===== config.mk =====
export PLATFORM = sky130hd
export DESIGN_NAME = cks_chan_kernel
export DESIGN_NICKNAME = d
export VERILOG_FILES = /design/src/design/cks_pkg.sv /design/src/design/cks_chan_kernel.sv
export SDC_FILE = /design/constraint.sdc
export NUM_CORES = 2
export LEC_CHECK = 0
export ABC_AREA = 1
export ABC_CLOCK_PERIOD_IN_PS = 15000
export BUFFER_PORTS_ARGS = -buffer_cell sky130_fd_sc_hd__buf_2
export CORE_ASPECT_RATIO = 0.5
export CORE_MARGIN = 1
export CORE_UTILIZATION = 60
export DETAILED_ROUTE_END_ITERATION = 12
export PLACE_DENSITY = 0.77
export SLEW_MARGIN = 0
export SYNTH_ARGS = -nofsm -noshare
export SYNTH_HDL_FRONTEND = slang
export SYNTH_SLANG_ARGS = --single-unit

===== constraint.sdc =====
create_clock -name i_clk -period 15 [get_ports i_clk]
set_clock_uncertainty 0.2 [all_clocks]
set_input_delay 1.5 -clock i_clk [delete_from_list [all_inputs] [get_ports i_clk]]
set_output_delay 1.5 -clock i_clk [all_outputs]
set_load 0.02 [all_outputs]

===== src/design/cks_pkg.sv =====
// shared types and constants of the cross kernel sharpen block
package cks_pkg;

    localparam int ADDR_W = 5;
    localparam int DATA_W = 32;
    localparam int PIX_W  = 48;

    localparam logic OP_PIXEL = 1'b0;
    localparam logic OP_DRAIN = 1'b1;

    localparam logic [2:0] REG_FRAME_WIDTH     = 3'd0;
    localparam logic [2:0] REG_SHARPEN_ENABLE  = 3'd1;
    localparam logic [2:0] REG_LUMA_ONLY       = 3'd2;
    localparam logic [2:0] REG_CENTER_GAIN     = 3'd3;
    localparam logic [2:0] REG_HORIZONTAL_GAIN = 3'd4;
    localparam logic [2:0] REG_VERTICAL_GAIN   = 3'd5;

    localparam logic [12:0] RST_FRAME_WIDTH  = 13'd1920;
    localparam logic [17:0] RST_CENTER_GAIN  = 18'd16384;

    typedef struct packed {
        logic        opcode;
        logic        frame_start;
        logic [15:0] chan_a;
        logic [15:0] chan_b;
        logic [15:0] chan_c;
    } t_pix_in;

    typedef struct packed {
        logic [15:0] out_a;
        logic [15:0] out_b;
        logic [15:0] out_c;
        logic        row_end;
    } t_pix_out;

    typedef struct packed {
        logic [12:0] frame_width;
        logic        sharpen_enable;
        logic        luma_only;
        logic [17:0] center_gain;
        logic [15:0] horizontal_gain;
        logic [15:0] vertical_gain;
    } t_cfg;

    typedef struct packed {
        logic ld2;
        logic ld3;
    } t_pipe_ctl;

endpackage


===== src/design/cks_chan_kernel.sv =====
// per channel cross kernel: product stage, then sum and clamp stage (center passes through when sharpening is off)
module cks_chan_kernel #(
    parameter int GAIN_FRAC_BITS = 14
) (
    input  logic                 i_clk,
    input  cks_pkg::t_pipe_ctl   i_ctl,
    input  logic                 i_sharpen,
    input  logic [15:0]          i_p,
    input  logic [15:0]          i_u,
    input  logic [15:0]          i_d,
    input  logic [15:0]          i_l,
    input  logic [15:0]          i_r,
    input  logic [17:0]          i_center_gain,
    input  logic [15:0]          i_h_gain,
    input  logic [15:0]          i_v_gain,
    output logic [15:0]          o_res
);
    import cks_pkg::*;

    localparam int CPW = 34 - GAIN_FRAC_BITS;
    localparam int SW  = (CPW > 18) ? CPW : 18;

    function automatic logic [15:0] side_sat(input logic [31:0] prod);
        logic [31:0] t;
        t = prod >> GAIN_FRAC_BITS;
        return (t > 32'd65535) ? 16'hFFFF : t[15:0];
    endfunction

    logic [33:0]    prod_c;
    logic [33:0]    cp_full;
    logic [CPW-1:0] r_cp;
    logic [15:0]    r_su, r_sd, r_sl, r_sr, r_p;
    logic           r_sharpen;
    logic [SW-1:0]  sides, cp_ext, diff;
    logic [15:0]    n_res, r_res;

    assign prod_c  = {16'd0, i_center_gain} * {18'd0, i_p};
    assign cp_full = prod_c >> GAIN_FRAC_BITS;

    always_ff @(posedge i_clk) begin
        if (i_ctl.ld2) begin
            r_cp      <= cp_full[CPW-1:0];
            r_su      <= side_sat({16'd0, i_v_gain} * {16'd0, i_u});
            r_sd      <= side_sat({16'd0, i_v_gain} * {16'd0, i_d});
            r_sl      <= side_sat({16'd0, i_h_gain} * {16'd0, i_l});
            r_sr      <= side_sat({16'd0, i_h_gain} * {16'd0, i_r});
            r_p       <= i_p;
            r_sharpen <= i_sharpen;
        end
        if (i_ctl.ld3) begin
            r_res <= n_res;
        end
    end

    always_comb begin
        sides  = SW'(r_su) + SW'(r_sd) + SW'(r_sl) + SW'(r_sr);
        cp_ext = SW'(r_cp);
        diff   = cp_ext - sides;
        if (!r_sharpen) begin
            n_res = r_p;
        end else if (cp_ext < sides) begin
            n_res = 16'd0;
        end else if (diff > SW'(65535)) begin
            n_res = 16'hFFFF;
        end else begin
            n_res = diff[15:0];
        end
    end

    assign o_res = r_res;

endmodule


==> run metrics <==
WL final=~130000 um; clock latency on the worst-skew pair=around 0.43 ns; Synth top area share=about two fifths; via count=42200; Primary FF master, synth=edfxtp_1; IO Pins=150; synth warn=0; Worst-Margin Slew=roughly 0.9 ns; DRT Pass-1 Iters=10; Clock transition at path regs=~0.060 ns; largest net degree at the start of global routing=54; f_max=0.136 GHz; Setup-failing EPs final=0; CTS sink cnt=between 100 and 150; count leader, synth=inv_1; Post-synth ARST share=0%; vias in the first global route=43800; Yosys cell types=46; max-cap viol count=0; fraction of layout cells with a size suffix above 1=3.32%; register bit total from synthesis=between 100 and 150; PostCTS Resize Cnt=0; Initial Utilization=60.7%; H-tree Lvls=4; GR Overflow Total=0; CTS Buf Count=17; Post-Syn Area=52300 um^2; CP Data Arrival Time=between 7 and 8 ns; critical path type=in -> reg; critical path's slowest cell=fa_1; CORE AREA=86200 um^2; final hold vios=0; CTS Hold Bufs=0; Die H=around 210 um; Setup TNS=0 ns; vias per cell=5.26; syn nets=8660; Final GP Congestion=roughly 1.0; Final #Nets=8534; largest area contributor in the netlist=fa_1; # DRC=2; Syn Area/Cell=roughly 7.5 um^2; crit path max fanout=32; fin crit share=around half; Worst Path Required=between 10 and 15 ns; RSZ-0062 raised after global routing=false; Relative slew margins=roughly 40%; Area Growth Syn to Fin=3.21%; failing checks=DRC; Final ANT Viol Nets=0; CTS tree=done; Min Clock Period, post-route=about 7.4 ns; FILL cells=about 7700; Mapped Cells=between 6000 and 7000; Root Buffer=clkbuf_16; number of synthesized flops with an enable pin=around 120; first-pass GRT wire length=roughly 220000 um; Tightest Hold Check Type=reg -> reg; max-slew violation count=0; initial antenna violation count=6; Max clock buf depth=2; DPL Wire Length=just over 100000 um; dominant cells by area after synthesis=fa_1 (39%), inv_1 (14%), nand2_1 (14%); CP max stage delay=roughly 0.58 ns; GRT Overall Usage=~31%; num rows=76; drt wl/cell=between 15 and 20 um; CP Launch Type=primary input; Post-synth top cells=inv_1 (1996), nand2_1 (1948), fa_1 (1026), ha_1 (542), clkbuf_1 (279); die area=88500 um^2; Initial DRC Count=3338; Setup crit end kind=register; Post-CTS Setup Bufs=0; Die X=approximately 420 um; Seq/Total Area, Yosys=between 6 and 7%; status=complete, but fails checks; CP cell instances=buf_2 > nand2_1 > fa_1 > inv_1 > fa_1 > inv_1 > fa_1 > inv_1 > fa_1 > fa_1 > inv_1 > fa_1 > inv_1 > ha_1 > inv_1 > o21bai_1 > a21oi_1 > a21boi_0 > nand2_1 > nand2_1 > nand3_1 > nand2_2 > nand3_1; number of port buffers=between 100 and 150
-- area by class of cell --
cell class,count,area (um^2),share of cell area [%]
diodes,6,15.0,0.0278
clock buffers,17,425,0.787
clock inverters,14,178,0.329
inverters,2005,7530,13.9
multi-input cells,4537,40100,74.3
flip-flops and latches,117,3510,6.50
well taps,1170,1460,2.71
repair buffers,154,786,1.45
-- worst max-delay path, delay by kind of cell --
kind            cells  cell delay, ns
fa+ha+maj           7            3.46
buf+inv             7            0.96
simple gates        6            0.90
compound gates      3            0.48
-- flip-flops by register name, summed over array words and instances (netlist names) --
register	cells
o_res	16
cp_ext	20
r_sd	16
r_su	16
r_sr	16
r_sharpen	1
r_p	16
r_sl	16
-- cell usage in the layout (no fill, tap or decap), types with 3 or more instances in the layout --
master     count
edfxtp_1     117
o21ai_2        3
buf_2        148
o21a_1        14
o21ai_1        3
nor2_1       239
ha_1         542
nand2_1     1948
clkbuf_16     17
o2111ai_1      4
diode_2        6
nand3b_1      28
o211ai_1       3
a21o_1        18
nand4_1       14
o21bai_1      18
bufinv_16      3
xor2_1        28
clkinv_4       6
xnor2_1       46
o21ai_0      107
nor3_1        50
nand2_2       12
inv_1       1996
a21oi_1      193
nand3_1      190
a21boi_0      10
nor2_2         4
fa_1        1026
nand3_2        6
nor4_1         6
buf_4          6
a31oi_1        8
inv_2          9
-- metal layers --
layer  part of all wire (%)  routed length (um)  vias up  track usage [%]
met2                     46               59500     1764             50.5
met4                    2.2                2820        0             7.37
li1                       -                   -    19800                -
met1                     43               55800    20400             43.7
met5                      0                   0        -                0
met3                    9.0               11700      230             4.64
-- worst paths after layout --
check / cells after the start / slack [ns] / from / to
max: 23 / 7.62 / i_v_gain[7] / r_sd[15]
min: 2 / 0.31 / r_p[3] / o_res[3]
max reg2reg: 28 / 9.46 / r_sl[4] / o_res[7]
min reg2reg: 2 / 0.31 / r_p[3] / o_res[3]
-- stage by stage --
step	worst slack (ns)	util, %	area, um^2	cells	hold WS (ns)
2_1_floorplan	7.90	-	52300	6958	0.294
3_3_place_gp	7.43	61.9	53400	7983	0.302
3_5_place_dp	7.24	61.9	53400	7983	0.301
4_1_cts	7.69	62.6	54000	8014	0.316
5_1_grt	7.27	62.6	54000	8019	0.348
6_report	7.62	62.6	54000	8020	0.314
-- kinds of logic after synthesis --
family / Yosys count / share of synthesized area [%]
buffers and inverters: 2304 / 16.6
adders and majority gates: 1568 / 52.2
xor gates and xnor gates: 74 / 1.24
DFF: 117 / 6.71
and+or+nand+nor: 2507 / 19.1
AOI/OAI and AO/OA: 388 / 4.14
Power is left out: the tool's default activity adds up to more than one toggle a clock period on the data nets, which glitch-free logic cannot reach.
