--- config.mk ---
export PLATFORM = sky130hd
export DESIGN_NAME = cks_regs
export DESIGN_NICKNAME = d
export VERILOG_FILES = /design/src/design/cks_pkg.sv /design/src/design/cks_regs.sv
export SDC_FILE = /design/constraint.sdc
export NUM_CORES = 1
export LEC_CHECK = 0
export BUFFER_PORTS_ARGS = -buffer_cell sky130_fd_sc_hd__buf_2
export CORE_MARGIN = 2
export CORE_UTILIZATION = 35
export DETAILED_ROUTE_END_ITERATION = 12
export GPL_ROUTABILITY_DRIVEN = 0
export PLACE_DENSITY = 0.66
export SLEW_MARGIN = 20
export SYNTH_ARGS = -nofsm -noshare
export SYNTH_HDL_FRONTEND = slang
export SYNTH_SLANG_ARGS = --single-unit
export TNS_END_PERCENT = 100
--- constraint.sdc ---
create_clock -name i_clk -period 0.9 [get_ports i_clk]
set_input_delay 0.045 -clock i_clk [delete_from_list [all_inputs] [get_ports i_clk]]
set_output_delay 0.045 -clock i_clk [all_outputs]
set_load 0.02 [all_outputs]
--- src/design/cks_pkg.sv ---
// shared types and constants of the cross kernel sharpen block
package cks_pkg;

    localparam int ADDR_W = 5;
    localparam int DATA_W = 32;
    localparam int PIX_W  = 48;

    localparam logic OP_PIXEL = 1'b0;
    localparam logic OP_DRAIN = 1'b1;

    localparam logic [2:0] REG_FRAME_WIDTH     = 3'd0;
    localparam logic [2:0] REG_SHARPEN_ENABLE  = 3'd1;
    localparam logic [2:0] REG_LUMA_ONLY       = 3'd2;
    localparam logic [2:0] REG_CENTER_GAIN     = 3'd3;
    localparam logic [2:0] REG_HORIZONTAL_GAIN = 3'd4;
    localparam logic [2:0] REG_VERTICAL_GAIN   = 3'd5;

    localparam logic [12:0] RST_FRAME_WIDTH  = 13'd1920;
    localparam logic [17:0] RST_CENTER_GAIN  = 18'd16384;

    typedef struct packed {
        logic        opcode;
        logic        frame_start;
        logic [15:0] chan_a;
        logic [15:0] chan_b;
        logic [15:0] chan_c;
    } t_pix_in;

    typedef struct packed {
        logic [15:0] out_a;
        logic [15:0] out_b;
        logic [15:0] out_c;
        logic        row_end;
    } t_pix_out;

    typedef struct packed {
        logic [12:0] frame_width;
        logic        sharpen_enable;
        logic        luma_only;
        logic [17:0] center_gain;
        logic [15:0] horizontal_gain;
        logic [15:0] vertical_gain;
    } t_cfg;

    typedef struct packed {
        logic ld2;
        logic ld3;
    } t_pipe_ctl;

endpackage

--- src/design/cks_regs.sv ---
// apb configuration registers
module cks_regs (
    input  logic                       i_clk,
    input  logic                       i_rst_n,
    input  logic                       psel,
    input  logic                       penable,
    input  logic                       pwrite,
    input  logic [cks_pkg::ADDR_W-1:0] paddr,
    input  logic [cks_pkg::DATA_W-1:0] pwdata,
    output logic [cks_pkg::DATA_W-1:0] prdata,
    output logic                       pready,
    output cks_pkg::t_cfg              o_cfg
);
    import cks_pkg::*;

    t_cfg       r_cfg;
    logic       wr;
    logic [2:0] idx;

    assign pready = 1'b1;
    assign wr     = psel & penable & pwrite;
    assign idx    = paddr[ADDR_W-1:2];
    assign o_cfg  = r_cfg;

    always_ff @(posedge i_clk) begin
        if (!i_rst_n) begin
            r_cfg.frame_width     <= RST_FRAME_WIDTH;
            r_cfg.sharpen_enable  <= 1'b0;
            r_cfg.luma_only       <= 1'b0;
            r_cfg.center_gain     <= RST_CENTER_GAIN;
            r_cfg.horizontal_gain <= 16'd0;
            r_cfg.vertical_gain   <= 16'd0;
        end else if (wr) begin
            unique case (idx)
                REG_FRAME_WIDTH:     r_cfg.frame_width     <= pwdata[12:0];
                REG_SHARPEN_ENABLE:  r_cfg.sharpen_enable  <= pwdata[0];
                REG_LUMA_ONLY:       r_cfg.luma_only       <= pwdata[0];
                REG_CENTER_GAIN:     r_cfg.center_gain     <= pwdata[17:0];
                REG_HORIZONTAL_GAIN: r_cfg.horizontal_gain <= pwdata[15:0];
                REG_VERTICAL_GAIN:   r_cfg.vertical_gain   <= pwdata[15:0];
                default: ;
            endcase
        end
    end

    always_comb begin
        unique case (idx)
            REG_FRAME_WIDTH:     prdata = {19'd0, r_cfg.frame_width};
            REG_SHARPEN_ENABLE:  prdata = {31'd0, r_cfg.sharpen_enable};
            REG_LUMA_ONLY:       prdata = {31'd0, r_cfg.luma_only};
            REG_CENTER_GAIN:     prdata = {14'd0, r_cfg.center_gain};
            REG_HORIZONTAL_GAIN: prdata = {16'd0, r_cfg.horizontal_gain};
            REG_VERTICAL_GAIN:   prdata = {16'd0, r_cfg.vertical_gain};
            default:             prdata = '0;
        endcase
    end

endmodule

==> results.txt <==
----------------------------------------------------
[Outcome]
  Status ... finished, violations left
  Violated checks ... negative setup slack

[Logic synthesis]
  Most used flip-flop cell after synthesis ... sky130_fd_sc_hd__dfxtp_1
  Sequential element share of the synthesized area ... 0.410
  Fraction of registers with async set or reset after synthesis ... 0
  Cells after Synth ... around 320
  Count of unique library cells instantiated by Yosys ... 29
  Netlist area before placement ... 0.00317 sq mm
  Post-synth EDFFs ... 0
  Register bit count reported by yosys ... 65
  Ys Warns ... 0
  Avg Inst Size Synth ... between 9 and 10 sq um

[Floorplanning]
  Die area ... 0.00984 sq mm
  Chip height ... roughly 100 microns
  Overall die width ... 99.2 microns
  Starting utilization of the core area ... 0.362
  Area of the core ... 0.00876 sq mm
  Core Rows ... 34
  Top Ports ... 140

[Cells and area]
  Number of nets in the final layout ... ~540
  Largest register FFs ... 65
  Leading cell types in the layout, fill and taps excluded ... sky130_fd_sc_hd__buf_6, sky130_fd_sc_hd__nand2_1, sky130_fd_sc_hd__mux2i_1
  Ratio of cells with drive above 1 in the final layout ... 0.638
  Area added between synthesis and finish ... 79.3%
  Most common cell after layout, fill and taps aside ... sky130_fd_sc_hd__buf_6
  Core occupancy in the finished layout ... 0.649
  FILL cells ... 656
  Sequential cell area ... approximately 0.0014 sq mm
  Final design area excluding fillers ... 0.00569 sq mm
  Multi-input logic area ... 0.00192 sq mm
  Diodes inserted ... 0

[Clocking]
  Root buf cell ... sky130_fd_sc_hd__clkbuf_8
  H-tree depth ... 3
  TritonCTS clock tree ... done
  Number of CTS-inserted buffers ... 9
  Maximum root-to-sink buffer count ... 2
  Sinks on Clock Net ... 65
  Worst-skew pair later-pin latency ... 0.33 ns
  Clock-pin slew on the worst setup and hold paths ... approximately 0.070 ns

[Setup path]
  Cell with the biggest individual delay on the critical path ... sky130_fd_sc_hd__mux4_2
  Required time worst endpoint ... 0.85 ns
  Arrival time worst endpoint ... 1.42 ns
  Critical path fanouts, max ... 2
  Kind of start point of the critical path ... register
  Slowest Stage Delay on Critical Path ... 0.47 ns
  Top Family by Delay on Critical Path ... multiplexers
  Reg2reg path depth ... 4
  Number of buffers and inverters on the critical path ... 2
  Count of cell instances traversed by the critical path ... 4
  Crit-path cells ... mux4_2, inv_2, o22ai_4, buf_6
  Kind of end point of the critical path ... primary output
  Worst setup path category ... reg -> out

[STA]
  Clk_skew ... 0 ns
  Maximum operating frequency ... 682 MHz
  Setup repair after global routing missed its margin ... true
  Number of pins exceeding their max-slew limit in the final report ... 0
  Worst Hold Margin ... 0.0335 ns
  Final Critical Period ... 1.47 ns
  Period utilisation layout ... 1.63
  Count of endpoints failing hold in the final timing report ... 0
  Post-route setup slack ... -0.565 ns
  Total setup violations reported at the end of the flow ... 55

[GRT]
  Remaining global-route overflow ... 0
  Global-route wire length before repair ... 15700 microns
  Initial antenna violation count ... 0
  Largest net degree at the start of global routing ... 52
  Via count of the first global-routing pass ... 3081
  Total routing resource utilization after global routing ... 0.205

[Power]
  Total net switching power ... ~1600 uW
  Internal power contribution ... 4480 uW
  IR Drop Worst-Case VDD ... 609 uV
  Leakage Power ... 0.00232 uW
  Clk pwr share ... 0.374
  Total power density per cell area ... 1060 mW/mm^2
  Switching Share ... 0.258
  Sequential share of power ... 0.482
  Share of total power in combinational logic ... 0.144

[Route]
  Count of antenna-violating nets left after detailed routing ... 0
  Violation count after the first detailed-routing iteration ... 60
  DR vias ... 2983
  Via count normalized by instance count ... around 4.9
  Pre-Repair DR Iteration Count ... 4
  Drt drc ... 0
  Detail-routed net length per standard cell ... 16.7 microns
  Total length of routed wires ... 10200 microns

[Placed design]
  Quantity of I/O buffers inserted on ports ... around 110
  Detailed placer's ending HPWL ... 6670 microns
  Worst Setup Slack post-DPL ... -0.306 ns
  Total cell area at the placement stage ... 0.00436 sq mm

[Worst hold path]
  Hold path cells ... 3
  Worst min-delay path category ... in -> reg

[Flow run]
  Max-cap violation count ... 0

----------------------------------------------------
[cell type report]
cell class              count  area share
flip-flops and latches     65       0.245
inverters                   2     0.00132
multi-input cells         225       0.338
repair buffers            199       0.362
clock buffers              14      0.0304
well taps                 108      0.0238
[logic make-up after synthesis]
logic type,share of synthesized area
simple gates,0.162
mux,0.253
flops,0.410
buf+inv,0.0954
compound gates,0.0769
other cells,0.00237
[worst min-delay path: cells and delay by family]
| family | cells | cell delay [ns] |
|---|---|---|
| buffers and inverters | 1 | 0.11 |
| multiplexers | 1 | 0.07 |
| AND/OR/NAND/NOR | 1 | 0.09 |
[routing by layer]
layer | vias to the layer above | share of wire | global-route usage
li1 | 1441 | - | -
met4 | 0 | 0.022 | 0.0843
met5 | - | 0 | 0
met3 | 21 | 0.054 | 0.0527
met1 | 1413 | 0.40 | 0.236
met2 | 108 | 0.53 | 0.360
[power groups by stage]
stage | combinational [uW] | clock (uW) | sequential, uW
3_3_place_gp | 732 | 0 | 2980
6_report | 871 | 2260 | 2910
3_5_place_dp | 739 | 0 | 2980
2_1_floorplan | 502 | 0 | 3000
4_1_cts | 856 | 2310 | 2920
5_1_grt | 924 | 2440 | 2910
[through the flow]
step                TNS, ns  total power (uW)  std cells
finish                -5.92              6030        613
global route          -8.25              6280        613
CTS                   -6.94              6080        601
detailed placement   -16.65              3720        555
global placement     -15.38              3710        555
floorplan             -3.43              3500        331
[final timing paths]
path                          start                     end  slack [ns]
min                       pwdata[7]  o_cfg[23]$_SDFFE_PN0P_        0.03
max          o_cfg[32]$_SDFFE_PN0P_               prdata[0]       -0.57
max reg2reg  o_cfg[59]$_SDFFE_PN1P_  o_cfg[59]$_SDFFE_PN1P_        0.02
min reg2reg  o_cfg[30]$_SDFFE_PN0P_  o_cfg[30]$_SDFFE_PN0P_        0.47
[synth_stat cells, types with 2 or more instances]
cell | count | share of area
sky130_fd_sc_hd__dfxtp_1 | 65 | 0.41
sky130_fd_sc_hd__nor2_8 | 3 | 0.019
sky130_fd_sc_hd__buf_4 | 18 | 0.043
sky130_fd_sc_hd__nor2b_1 | 8 | 0.016
sky130_fd_sc_hd__and2_1 | 3 | 0.0059
sky130_fd_sc_hd__nand2b_4 | 2 | 0.0087
sky130_fd_sc_hd__buf_2 | 4 | 0.0063
sky130_fd_sc_hd__buf_6 | 5 | 0.018
sky130_fd_sc_hd__o2bb2ai_1 | 3 | 0.0083
sky130_fd_sc_hd__o311ai_0 | 2 | 0.0055
sky130_fd_sc_hd__conb_1 | 2 | 0.0024
sky130_fd_sc_hd__mux2i_1 | 78 | 0.25
sky130_fd_sc_hd__a22oi_1 | 12 | 0.028
sky130_fd_sc_hd__clkbuf_1 | 9 | 0.011
sky130_fd_sc_hd__buf_8 | 2 | 0.0095
sky130_fd_sc_hd__nand2_1 | 76 | 0.090
sky130_fd_sc_hd__inv_1 | 2 | 0.0024
sky130_fd_sc_hd__o22ai_1 | 13 | 0.026
[repair_timing]
item                                    CTS  global route
resized for setup                       256            39
pin swaps                                22             1
endpoints found under the setup margin   83            78
buffers inserted                         27            25
hold buffers                              7             0
hold endpoints to repair                 10             0
Note: power is estimated with default switching activity, not from simulation.
